**config.mk**
```make
export PLATFORM = sky130hd
export DESIGN_NAME = gal_ctrl
export DESIGN_NICKNAME = d
export VERILOG_FILES = /design/src/design/gal_pkg.sv /design/src/design/gal_ctrl.sv
export VERILOG_INCLUDE_DIRS = /design/src /design/src/design
export SDC_FILE = /design/constraint.sdc
export NUM_CORES = 1
export LEC_CHECK = 0
export BUFFER_PORTS_ARGS = -buffer_cell sky130_fd_sc_hd__buf_2
export CAP_MARGIN = 40
export CORE_AREA = 4 4 41 43
export DETAILED_ROUTE_END_ITERATION = 12
export DIE_AREA = 0 0 45 47
export PLACE_DENSITY = 0.66
export SLEW_MARGIN = 10
export SYNTH_ARGS = -nofsm -noshare
export SYNTH_HDL_FRONTEND = slang
export SYNTH_SLANG_ARGS = --single-unit
```
**constraint.sdc**
```tcl
create_clock -name clk -period 1.5 [get_ports clk]
set_input_delay 0.075 -clock clk [delete_from_list [all_inputs] [get_ports clk]]
set_output_delay 0.075 -clock clk [all_outputs]
set_load 0.1 [all_outputs]
```
**src/design/gradient_amplitude_limiter_macros.svh**
```systemverilog
// Assertion macros for the gradient amplitude limiter; gal_ctrl uses them.
// Each macro expects signals named clk and rst in the module that uses it.
`ifndef GRADIENT_AMPLITUDE_LIMITER_MACROS_SVH
`define GRADIENT_AMPLITUDE_LIMITER_MACROS_SVH

// The consequent must hold in the same cycle as the antecedent.
`define GAL_ASSERT_NOW(label, ante, cons, msg) \
  label: assert property (@(posedge clk) disable iff (rst) (ante) |-> (cons)) \
    else $error(msg);

// The consequent must hold in the cycle after the antecedent.
`define GAL_ASSERT_NEXT(label, ante, cons, msg) \
  label: assert property (@(posedge clk) disable iff (rst) (ante) |=> (cons)) \
    else $error(msg);

`endif

```
**src/design/gal_pkg.sv**
```systemverilog
// Shared constants and controller/datapath interface types for the limiter.
// No dependencies.
`timescale 1ns / 1ps

package gal_pkg;

  localparam int AXES_HW          = 3;
  localparam int LIMIT_W          = 23;
  localparam int FRAC_W           = 16;
  localparam int CFG_IDX_W        = 2;
  localparam int CFG_DATA_W       = 23;
  localparam int DEF_MAX_AXES     = 3;
  localparam int DEF_SAMPLE_WIDTH = 24;

  localparam logic [CFG_IDX_W-1:0] REG_PER_AXIS_MODE = 2'd0;
  localparam logic [CFG_IDX_W-1:0] REG_AMP_LIMIT     = 2'd1;
  localparam logic [CFG_IDX_W-1:0] REG_CUSHION_FRAC  = 2'd2;
  localparam logic [CFG_IDX_W-1:0] REG_NUM_AXES      = 2'd3;

  localparam logic [LIMIT_W-1:0] AMP_LIMIT_RESET = 23'h7FFFFF;
  localparam logic [1:0]         NUM_AXES_RESET  = 2'd3;

  typedef struct packed {
    logic capture;
    logic load_sq;
    logic load_sum;
    logic sqrt_init;
    logic sqrt_step;
    logic load_div;
    logic div_step;
    logic write_out;
  } gal_cmd_t;

  typedef struct packed {
    logic need_div;
  } gal_stat_t;

endpackage

```
**src/design/gal_ctrl.sv**
```systemverilog
// Sequencing state machine for the limiter.
// Depends on gal_pkg and the assertion macro header.
`timescale 1ns / 1ps
`include "gradient_amplitude_limiter_macros.svh"

module gal_ctrl #(
  parameter int SAMPLE_WIDTH = gal_pkg::DEF_SAMPLE_WIDTH
) (
  input  logic              clk,
  input  logic              rst,
  input  logic              s_tvalid,
  output logic              s_tready,
  output logic              m_tvalid,
  input  logic              m_tready,
  output gal_pkg::gal_cmd_t cmd,
  input  gal_pkg::gal_stat_t stat
);
  import gal_pkg::*;

  localparam int MAX_STEPS = (SAMPLE_WIDTH > LIMIT_W) ? SAMPLE_WIDTH : LIMIT_W;
  localparam int CNT_W     = $clog2(MAX_STEPS);
  localparam logic [CNT_W-1:0] SQRT_LAST = CNT_W'(SAMPLE_WIDTH - 1);
  localparam logic [CNT_W-1:0] DIV_LAST  = CNT_W'(LIMIT_W - 1);

  localparam logic [2:0] ST_IDLE = 3'd0;
  localparam logic [2:0] ST_SQ   = 3'd1;
  localparam logic [2:0] ST_SUM  = 3'd2;
  localparam logic [2:0] ST_CHK  = 3'd3;
  localparam logic [2:0] ST_SQRT = 3'd4;
  localparam logic [2:0] ST_MUL  = 3'd5;
  localparam logic [2:0] ST_DIV  = 3'd6;
  localparam logic [2:0] ST_FIN  = 3'd7;

  logic [2:0]       state, state_next;
  logic [CNT_W-1:0] cnt, cnt_next;
  logic             out_valid, out_valid_next;

  always_comb begin
    cmd        = '0;
    state_next = state;
    cnt_next   = cnt;
    unique case (state)
      ST_IDLE: begin
        if (s_tvalid) begin
          cmd.capture = 1'b1;
          state_next  = ST_SQ;
        end
      end
      ST_SQ: begin
        cmd.load_sq = 1'b1;
        state_next  = ST_SUM;
      end
      ST_SUM: begin
        cmd.load_sum = 1'b1;
        state_next   = ST_CHK;
      end
      ST_CHK: begin
        cmd.sqrt_init = 1'b1;
        if (stat.need_div) begin
          state_next = ST_SQRT;
          cnt_next   = SQRT_LAST;
        end else begin
          state_next = ST_FIN;
        end
      end
      ST_SQRT: begin
        cmd.sqrt_step = 1'b1;
        if (cnt == '0) begin
          state_next = ST_MUL;
        end else begin
          cnt_next = cnt - 1'b1;
        end
      end
      ST_MUL: begin
        cmd.load_div = 1'b1;
        cnt_next     = DIV_LAST;
        state_next   = ST_DIV;
      end
      ST_DIV: begin
        cmd.div_step = 1'b1;
        if (cnt == '0) begin
          state_next = ST_FIN;
        end else begin
          cnt_next = cnt - 1'b1;
        end
      end
      ST_FIN: begin
        if (!out_valid || m_tready) begin
          cmd.write_out = 1'b1;
          state_next    = ST_IDLE;
        end
      end
      default: state_next = ST_IDLE;
    endcase
  end

  always_comb begin
    out_valid_next = out_valid;
    if (cmd.write_out) begin
      out_valid_next = 1'b1;
    end else if (m_tready) begin
      out_valid_next = 1'b0;
    end
  end

  always_ff @(posedge clk) begin
    if (rst) begin
      state     <= ST_IDLE;
      cnt       <= '0;
      out_valid <= 1'b0;
    end else begin
      state     <= state_next;
      cnt       <= cnt_next;
      out_valid <= out_valid_next;
    end
  end

  assign s_tready = (state == ST_IDLE);
  assign m_tvalid = out_valid;

  `GAL_ASSERT_NEXT(a_write_shows_result, cmd.write_out, m_tvalid, "result not presented after write")
  `GAL_ASSERT_NEXT(a_accept_starts_work, s_tvalid && s_tready, state == ST_SQ, "accepted transaction not started")
  `GAL_ASSERT_NEXT(a_sqrt_ends, state == ST_SQRT && cnt == '0, state == ST_MUL, "square root did not end on time")
  `GAL_ASSERT_NOW(a_div_only_when_needed, state == ST_SQRT || state == ST_MUL || state == ST_DIV, stat.need_div, "norm scaling run without an exceeded limit")

endmodule

```
After elaboration in Yosys (flattened, before gate mapping):

Cells that the tools add are included.

* logic and storage cells: 47
* bits of input ports: 5
* register bits: 9

* reductions and logical operators: 9
* add/sub/neg operators: 1
* equal/unequal tests: 13
* mux-type cells: 21

Operator list (count)
* case mux 3 bit (8 select lines): 1
* case mux 5 bit (3 select lines): 1
* equality test 3 bit (second input constant): 4
* two-way mux 1 bit: 12
* two-way mux 3 bit: 4
* != test 2 bit (second input constant): 6
* two-way mux 5 bit: 2
* equality test 3 x 2 -> 1 bit (second input constant): 2
* zero test 5 bit: 1
* subtractor 5 x 1 -> 5 bit (second input constant): 1
* AND reduction 4 bit: 1
* equality test 3 x 1 -> 1 bit (second input constant): 1
* zero test 3 bit: 1
* AND reduction 3 bit: 1
* nonzero test 3 bit: 1
* two-way mux 2 bit: 1
* nonzero test 2 bit: 1
* OR reduction 2 bit: 1
* zero test 1 bit: 1
* logical OR 1 bit: 1

Longest topological paths before layout:

Gate-level depths: netlist of run 1.

* word-level depth: 5
* depth in mapped cells: 6

Worst setup path after synthesis of run 1:

OpenSTA, ideal clock, no wires.

* path kind: register to output
* start: reg state[0]
* end: out cmd[7] (netlist bit)
* arrival time: 3626 ps
* path slack: -2201 ps
* data required time: 1425 ps
* cell stages (with the launch flop): 4
* path buffers: 1
* cell sequence: dfxtp_1 clkbuf_1 nor3_1 and2_1

RTL lines
* start, declared: RTL line gal_ctrl.sv:34 `logic [2:0] state, state_next;`
* start signal, assigned: RTL line gal_ctrl.sv:112 `state <= state_next;`
* end, declared: RTL line gal_ctrl.sv:15 `output gal_pkg::gal_cmd_t cmd,`

Worst setup path in the final report of run 1:

* start: reg cnt[1]
* end: reg cnt[1]

* word-level cells in the longest chain between the ends: 3
* elaborated cells on any way between the ends: 6
* classes of those cells: 1 x add/sub; 1 x eq/ne; 2 x mux; 2 x reduce/logical

Ends and longest elaborated chain
* start, declared: RTL line gal_ctrl.sv:35 `logic [CNT_W-1:0] cnt, cnt_next;`
* start signal, assigned: RTL line gal_ctrl.sv:113 `cnt <= cnt_next;`
* subtractor 5 x 1 -> 5 bit or zero test 5 bit (tied branches)
* two-way mux 5 bit or != test 2 bit (tied branches)
* case mux 5 bit (3 select lines) or AND reduction 3 bit (tied branches)

Parallel ways exist; a longest one is shown, timed or not. The select of a mux whose other input is x is not followed.
A chain may end at the register's enable or synchronous reset.

==> flow_summary.yaml, run 1 <==
pwr:
  power.total_uw: 937
  powerDensity_mw_per_mm2: 971
  pwr-share-clk_pct: 21.5
  p_sw_share_pct: 41.0
  seqPwrFrac_pct: 30.3
  p_leak_uw: 0.000394
  p_int_uw: 553
  switchingPower_uw: 384
  combinationalPowerShare_pct: 48.2
  vdd_drop_max_uv: 694
floorplanning:
  die_h_um: 47
  ioPinCount: 15
  die_w_um: 45
  dieArea_mm2: 0.00212
  rows: 13
  core_area_mm2: 0.00130
  start_util_pct: 42.7
global_route:
  antenna_found_initial: 0
  grt_pass1_wl_mm: 2.19
  grt_usage_pct: 15.0
  gr-total-overflow: 0
  grt_max_degree: 15
  grt_pass1_vias: 491
layout:
  num_antenna_cells: 0
  drive_above_1_share_pct: 53.1
  syn_to_final_growth_pct: 73.6
  fillers: 102
  nNetsFinal: 104
  finalNonFillerCells: 111
  final_area_um2: 965
yosys:
  synth.avg_cell_area_um2: 7.82
  synth-seq-cells: 9
  synth_edf_count: 0
  yosys.area.top_type: "dfxtp_1"
  synth_compound_area_share_pct: 22.3
  synth_xor_area_share_pct: 0
  yosysWarningCount: 0
  synthAdderAreaFrac_pct: 4.50
  synth_top_flop_cell: "dfxtp_1"
  synth_area_leaders: "dfxtp_1 32%, nor2_1 6.1%, nor3_1 5.4%"
  syn-num-nets: 78
  synth_cell_types: 31
  synth_seq_area_share_pct: 32.4
  synth_top_family_by_area: "simple AND/OR/NAND/NOR gates"
  muxShareOfSynthArea_pct: 1.80
  yosys-top-cells-count: "9 x dfxtp_1, 9 x nor2_1, 6 x nor3_1"
  synth_area_um2: 556
  yosys.area_share.simple_pct: 32.9
  synthArstFlopShare_pct: 0
  netlist_instances: 71
  synth_top_area_share_pct: 32.4
place:
  place_area_um2: 886
  dp_hpwl_mm: 1.01
  portBuffers: 14
  dp_cells: 104
  place.gp.congestion: 0.836
worst_setup_path:
  endpoint_kind: "register"
  crit_arrival_ps: 1790
  start_kind: "register"
  crit_type: "register to register"
  critPathMaxFanout: 4
  cp.required_ps: 1710
sta:
  hold_viol_final: 0
  tns_ps: -172
  max_slew_margin_pct: 68.0
  finClkSkew_ps: 1.32
  fin_ws_ps: -79.2
  finalCriticalPeriod_ps: 1580
  max_freq_ghz: 0.633
  slew_violations: 0
  tightest_slew_ps: 483
  setup_violations: 5
  rsz0062_at_grt: "yes"
  period_share_pct: 105
clock_network:
  clock-root-buffer: "clkbuf_4"
  clk_latency_ps: 270
  cts.path.max_buffers: 2
  cts_tree: "built"
  clock-sinks: 9
  clk_pin_slew_ps: 70
  cts_hold_buf: 0
  cts_made_buffers: 3
  htreeDepth: 1
route:
  drt_iter0_markers: 18
  drtAntennaViolNets: 0
  vias: 612
  vias_per_cell: 5.51
  drc: 0
  wl_per_cell_um: 12.2
  dr.pass1.iters: 4
  routed_wl_mm: 1.35
run:
  maxCapViolations: 0
run_status:
  violations: "negative setup slack"
  status: "finished, violations left"
hold_path:
  hold_class: "input port to register"
[worst max-delay path, cell delays in order (launching register included)]
cell	delay, ps
dfxtp_2	330
inv_2	80
ha_4	130
or4b_4	480
buf_4	170
a31o_4	230
a21oi_2	100
[sequential cells by signal (all words and copies together), names as in the netlist]
register,flops
state,3
m_tvalid,1
cnt,5
[cell families after synthesis]
logic type      after synthesis
simple gates                 32
compound gates               19
flops                         9
buf+inv                       8
fa+ha+maj                     2
mux                           1
[through the flow]
step / setup slack [ps] / util [%] / hold slack (ps)
global route: -141 / 74.1 / 108
finish: -79.2 / 74.1 / 104
CTS: -71.5 / 71.5 / 94.9
floorplan: -384 / - / 305
detailed placement: -110 / 68.1 / 391
global placement: -17.0 / 68.1 / 376
[placed cells by master, fill, tap and decap left out, types with 2 or more instances in the layout]
cell / instances
a21oi_1: 4
a31oi_1: 2
buf_12: 9
buf_2: 5
buf_4: 12
clkbuf_4: 3
dfxtp_1: 3
dfxtp_2: 5
inv_2: 2
nand2_1: 3
nor2_1: 6
nor2_2: 2
nor2b_1: 3
nor3_1: 5
nor3b_4: 2
o21ai_0: 3
[metal layers]
| metal | track usage [%] | wire [um] | vias to the layer above |
|---|---|---|---|
| met5 | 0 | 0 | - |
| met4 | 10.5 | 38 | 0 |
| met3 | 5.75 | 82 | 6 |
| met2 | 20.3 | 604 | 19 |
| met1 | 19.3 | 622 | 280 |
| li1 | - | - | 307 |
[path summary, 6_finish.rpt]
check,from,slack (ps),cells after the start,endpoint
min reg2reg,cnt[3]$_SDFFE_PP0P_,520,2,cnt[3]$_SDFFE_PP0P_
min,rst,100,2,cnt[0]$_SDFFE_PP0P_
max,cnt[1]$_SDFFE_PP0P_,-80,6,cnt[1]$_SDFFE_PP0P_
max reg2reg,cnt[1]$_SDFFE_PP0P_,-80,6,cnt[1]$_SDFFE_PP0P_
[cell type report]
class / instances / area (um2) / share of cell area [%]
Multi-Input combinational cell: 54 / 422 / 43.7
Timing Repair Buffer: 26 / 295 / 30.6
Sequential cell: 9 / 190 / 19.7
Clock buffer: 3 / 22.5 / 2.33
Tap cell: 15 / 18.8 / 1.95
Inverter: 3 / 11.3 / 1.17
Clock inverter: 1 / 5.00 / 0.519
[what timing repair did]
item,4_1_cts,5_1_grt
resized for setup,3,7
pin swaps,0,1
endpoints found under the setup margin,6,11
buffers inserted,1,2
[power groups by stage]
stage | Sequential (uW) | Clock [uW] | Combinational (uW)
floorplan | 280 | 0 | 301
global placement | 287 | 0 | 420
detailed placement | 287 | 0 | 424
CTS | 282 | 206 | 431
global route | 289 | 219 | 475
finish | 284 | 201 | 452
(Power assumes the default switching activity.)
==> run 2, diff against run 1 <==
--- a/config.mk
+++ b/config.mk
@@ -6,12 +6,12 @@
 export SDC_FILE = /design/constraint.sdc
 export NUM_CORES = 1
 export LEC_CHECK = 0
-export BUFFER_PORTS_ARGS = -buffer_cell sky130_fd_sc_hd__buf_2
 export CAP_MARGIN = 40
 export CORE_AREA = 4 4 41 43
 export DETAILED_ROUTE_END_ITERATION = 12
 export DIE_AREA = 0 0 45 47
-export PLACE_DENSITY = 0.66
+export DONT_BUFFER_PORTS = 1
+export PLACE_DENSITY = 0.56
 export SLEW_MARGIN = 10
 export SYNTH_ARGS = -nofsm -noshare
 export SYNTH_HDL_FRONTEND = slang
==> run 2 against run 1 <==
Effect of this change:
- the flow still finishes with violations (negative setup slack)
- combinational power is 6.0% lower
- utilization is 2.6 points lower
- first-iteration DRC count is 44% lower
- wire length is 9.8% higher
- largest power group unchanged
- hold slack worse by 32 ps
- via count is 0.98% lower
- clock skew is 1.2 ps higher
- sequential power hardly changed
- highest routed layer unchanged
- largest cell class unchanged
==> flow_summary.yaml, run 2 (synthesis gave the netlist of run 1 again) <==
global_route:
  antenna_found_initial: 0
  grt_pass1_vias: 525
  grt_max_degree: 13
  gr-total-overflow: 0
  grt_usage_pct: 15.1
  grt_pass1_wl_mm: 2.26
place:
  dp_cells: 98
  place.gp.congestion: 0.788
  dp_hpwl_mm: 1.04
  portBuffers: 0
  place_area_um2: 831
  place_ws_ps: -54.0
route:
  drt_iter0_markers: 10
  dr.pass1.iters: 4
  routed_wl_mm: 1.48
  wl_per_cell_um: 14.0
  vias: 606
  drc: 0
  vias_per_cell: 5.72
  drtAntennaViolNets: 0
pwr:
  vdd_drop_max_uv: 517
  p_leak_uw: 0.000357
  power.total_uw: 900
  powerDensity_mw_per_mm2: 966
worst_setup_path:
  crit_path_end: "state[0]$_SDFFE_PP0P_"
  start_kind: "register"
  crit_start: "cnt[1]$_SDFFE_PP0P_"
  slowest_stage: "or4b_4"
  r2r_start: "cnt[1]$_SDFFE_PP0P_"
  r2r_end: "state[0]$_SDFFE_PP0P_"
  crit_type: "register to register"
  crit_family: "simple AND/OR/NAND/NOR gates"
  cp.buffers_inverters: 1
  critPathMaxFanout: 5
  cp_slowest_stage_delay_ps: 510
  r2r_setup_slack_ps: -90
  path_depth: 5
  cp.required_ps: 1680
  endpoint_kind: "register"
  rr_worst_depth: 5
  crit_arrival_ps: 1770
  cp_cell_sequence: "inv_2, ha_4, or4b_4, a2111o_1, o31ai_1"
run:
  maxCapViolations: 0
hold_path:
  hold_class: "input port to register"
floorplanning:
  rows: 13
  die_h_um: 47
  start_util_pct: 42.7
  ioPinCount: 15
  core_area_mm2: 0.00130
  dieArea_mm2: 0.00212
  die_w_um: 45
layout:
  drive_above_1_share_pct: 50.5
  largest_register_ffs: 5
  final_area_um2: 931
  nNetsFinal: 99
  num_antenna_cells: 0
  finalNonFillerCells: 106
  most-common-layout-cells: "13 x buf_4, 7 x buf_12, 6 x nor2_1, 5 x dfxtp_1"
  top_register: "cnt"
  syn_to_final_growth_pct: 67.6
  layout_commonest_cell: "buf_4"
clock_network:
  clock-root-buffer: "clkbuf_4"
  clk_pin_slew_ps: 60
  cts_tree: "built"
  clk_latency_ps: 260
  cts_made_buffers: 3
  htreeDepth: 1
  clock-sinks: 9
  cts.path.max_buffers: 2
run_status:
  violations: "negative setup slack"
  status: "finished, violations left"
sta:
  hold_viol_final: 0
  finClkSkew_ps: 2.55
  period_share_pct: 106
  tns_ps: -199
  max_freq_ghz: 0.630
  setup_violations: 3
  fin_ws_ps: -86.8
  rsz0062_at_grt: "yes"
  slew_violations: 0
  finalCriticalPeriod_ps: 1590
  tightest_slew_ps: 379
  max_slew_margin_pct: 74.7
## run 2: worst min-delay path: stages
cell and delay [ps]:
nor2b_1 60, nor2b_1 120, nor2_1 40
## run 2: what timing repair did
| item | 4_1_cts | 5_1_grt |
|---|---|---|
| hold buffers | 1 | 0 |
| pin swaps | 0 | 1 |
| setup endpoints to repair | 5 | 8 |
| buffers inserted | 2 | 1 |
| hold endpoints to repair | 9 | 0 |
| gates resized for setup | 2 | 7 |
## run 2: per-layer routing
metal	vias to the layer above	track usage [%]	part of all wire (%)
li1	297	-	-
met1	282	20.5	43
met2	20	21.2	48
met3	7	4.60	6.1
met4	0	8.77	2.8
met5	-	0	0
## run 2: worst min path at each step
stage / from / end / slack [ps] / depth (start not counted)
finish: m_tready / m_tvalid$_SDFFE_PP0P_ / 70 / 3
global placement: rst / m_tvalid$_SDFFE_PP0P_ / 140 / 1
detailed placement: rst / m_tvalid$_SDFFE_PP0P_ / 140 / 1
global route: m_tready / m_tvalid$_SDFFE_PP0P_ / 80 / 3
CTS: m_tready / m_tvalid$_SDFFE_PP0P_ / 70 / 3
floorplan: m_tready / m_tvalid$_SDFFE_PP0P_ / 300 / 3
## run 2: where the power goes
part           leakage, uW  switching (uW)  total, uW  internal (uW)
clock            0.0000150            90.7        194            103
sequential       0.0000751            22.9        281            258
combinational     0.000267             262        425            164
## run 2: area by class of cell
type,count,area (um2)
Multi-Input combinational cell,54,442
Fill cell,99,370
Clock buffer,4,26.3
Sequential cell,9,185
Tap cell,15,18.8
Timing Repair Buffer,21,248
Inverter,3,11.3
## run 2: through the flow
step	hold slack (ps)	util, %
floorplan	305	-
global placement	143	63.8
detailed placement	143	63.8
CTS	67.9	68.4
global route	84.9	71.5
finish	72.1	71.5
==> run 3, diff against run 2 <==
--- a/config.mk
+++ b/config.mk
@@ -7,11 +7,13 @@
 export NUM_CORES = 1
 export LEC_CHECK = 0
 export CAP_MARGIN = 40
-export CORE_AREA = 4 4 41 43
+export CORE_AREA = 2 2 39 41
+export CTS_CLUSTER_SIZE = 16
 export DETAILED_ROUTE_END_ITERATION = 12
-export DIE_AREA = 0 0 45 47
+export DIE_AREA = 0 0 41 43
 export DONT_BUFFER_PORTS = 1
 export PLACE_DENSITY = 0.56
+export RECOVER_POWER = 50
 export SLEW_MARGIN = 10
 export SYNTH_ARGS = -nofsm -noshare
 export SYNTH_HDL_FRONTEND = slang
==> run 3 against run 2 <==
Effect of this change:
- the run ends with negative hold slack, negative setup slack left
- clock-buffer cell count unchanged
- largest power group unchanged
- wire length down 9.3%
- sequential share of layout area grew 0.61 points
- largest cell class unchanged
- critical path type unchanged
- non-clock buffer count is 3 lower
==> flow_summary.yaml, run 3 (synthesis gave the netlist of run 1 again) <==
layout:
  fin_util_pct: 64.8
  most-common-layout-cells: "8 x buf_4, 7 x nor2_1, 7 x buf_12, 6 x dfxtp_1, 5 x a21oi_1"
  num_antenna_cells: 0
  largest_register_ffs: 5
  nNetsFinal: 96
  layout_commonest_cell: "buf_4"
  drive_above_1_share_pct: 46.6
  top_register: "cnt"
  final_area_um2: 897
  syn_to_final_growth_pct: 61.5
worst_setup_path:
  crit_arrival_ps: 1750
  start_kind: "register"
  r2r_start: "cnt[1]$_SDFFE_PP0P_"
  endpoint_kind: "register"
  cp.buffers_inverters: 1
  cp_cell_sequence: "inv_4, ha_4, or4b_4, a2111o_1, o31ai_2"
  r2r_end: "state[0]$_SDFFE_PP0P_"
  rr_worst_depth: 5
  r2r_setup_slack_ps: -70
  cp.required_ps: 1680
  slowest_stage: "or4b_4"
  crit_type: "register to register"
  cp_slowest_stage_delay_ps: 500
  crit_family: "simple AND/OR/NAND/NOR gates"
  critPathMaxFanout: 5
route:
  dr.pass1.iters: 4
  vias: 566
  vias_per_cell: 5.44
  drc: 0
  routed_wl_mm: 1.34
  drt_iter0_markers: 4
  wl_per_cell_um: 12.9
  drtAntennaViolNets: 0
global_route:
  antenna_found_initial: 0
  gr-total-overflow: 0
  grt_max_degree: 11
  grt_pass1_wl_mm: 2.19
  grt_pass1_vias: 540
  grt_usage_pct: 18.4
place:
  dp_hpwl_mm: 1.01
  portBuffers: 0
  place.gp.congestion: 0.831
  place_area_um2: 832
sta:
  fin_ws_ps: -69.6
  setup_violations: 3
  whs_ps: -136
  max_slew_margin_pct: 64.3
  period_share_pct: 105
  tightest_slew_ps: 539
  hold_viol_final: 9
  rsz0062_at_grt: "yes"
  finalCriticalPeriod_ps: 1570
  max_freq_ghz: 0.637
  slew_violations: 0
  finClkSkew_ps: 1.30
run_status:
  status: "finished, violations left"
  violations: "negative hold slack, negative setup slack"
floorplanning:
  rows: 14
  start_util_pct: 40.1
  core_area_mm2: 0.00138
  die_w_um: 41
  die_h_um: 43
  dieArea_mm2: 0.00176
  ioPinCount: 15
pwr:
  powerDensity_mw_per_mm2: 987
  power.total_uw: 886
  pwr-share-clk_pct: 22.1
  seqPwrFrac_pct: 31.3
  p_sw_share_pct: 41.0
  combinationalPowerShare_pct: 46.6
  p_int_uw: 523
  vdd_drop_max_uv: 590
  switchingPower_uw: 363
  p_leak_uw: 0.000347
clock_network:
  clock-root-buffer: "clkbuf_4"
  htreeDepth: 1
  cts_made_buffers: 3
  clock-sinks: 9
  cts_tree: "built"
  clk_latency_ps: 270
  clk_pin_slew_ps: 60
  cts.path.max_buffers: 2
hold_path:
  min_to: "m_tvalid$_SDFFE_PP0P_"
  hold_class: "input port to register"
  hold_path_depth: 1
  min_from: "rst"
run:
  maxCapViolations: 0
-- run 3: worst max path at each step --
stage | depth (start not counted) | end | startpoint | slack [ps]
global placement | 5 | state[0]$_SDFFE_PP0P_ | cnt[1]$_SDFFE_PP0P_ | -30
CTS | 6 | cnt[0]$_SDFFE_PP0P_ | cnt[1]$_SDFFE_PP0P_ | -60
global route | 5 | state[0]$_SDFFE_PP0P_ | cnt[1]$_SDFFE_PP0P_ | -110
detailed placement | 6 | cnt[0]$_SDFFE_PP0P_ | cnt[1]$_SDFFE_PP0P_ | -50
finish | 5 | state[0]$_SDFFE_PP0P_ | cnt[1]$_SDFFE_PP0P_ | -70
floorplan | 3 | cmd[7] | state[0]$_SDFFE_PP0P_ | -380
-- run 3: power by group through the flow --
stage | Clock, uW | Sequential, uW | Combinational [uW]
floorplan | 0 | 280 | 301
global placement | 0 | 279 | 385
detailed placement | 0 | 279 | 390
CTS | 203 | 274 | 390
global route | 216 | 280 | 438
finish | 196 | 277 | 413
-- run 3: per-stage QoR --
stage                     setup slack (ps)  instances  setup TNS (ps)
after CTS                            -60.1        103            -182
after global placement               -27.9         99           -27.9
final                                -69.6        104            -148
after detailed placement             -50.4         99            -138
after global routing                  -113        104            -570
after floorplan                       -384         71            -384
-- run 3: cell type report --
type                    instances  area, um2
clock buffers                   4       26.3
fillers                       116        487
inverters                       3       13.8
multi-input cells              54        425
flip-flops and latches          9        184
well taps                      16       20.0
repair buffers                 18        228
-- run 3: routing by layer --
metal	routed length [um]	GRT usage [%]
met5	0	0
met1	595	24.7
met3	71	3.66
met4	42	12.0
met2	635	25.6
-- run 3: what timing repair did --
| item | CTS | global route |
|---|---|---|
| buffers inserted | 0 | 1 |
| gates resized for setup | 1 | 10 |
| hold endpoints to repair | 9 | 9 |
| setup endpoints to repair | 4 | 12 |
| pin swaps | 0 | 5 |
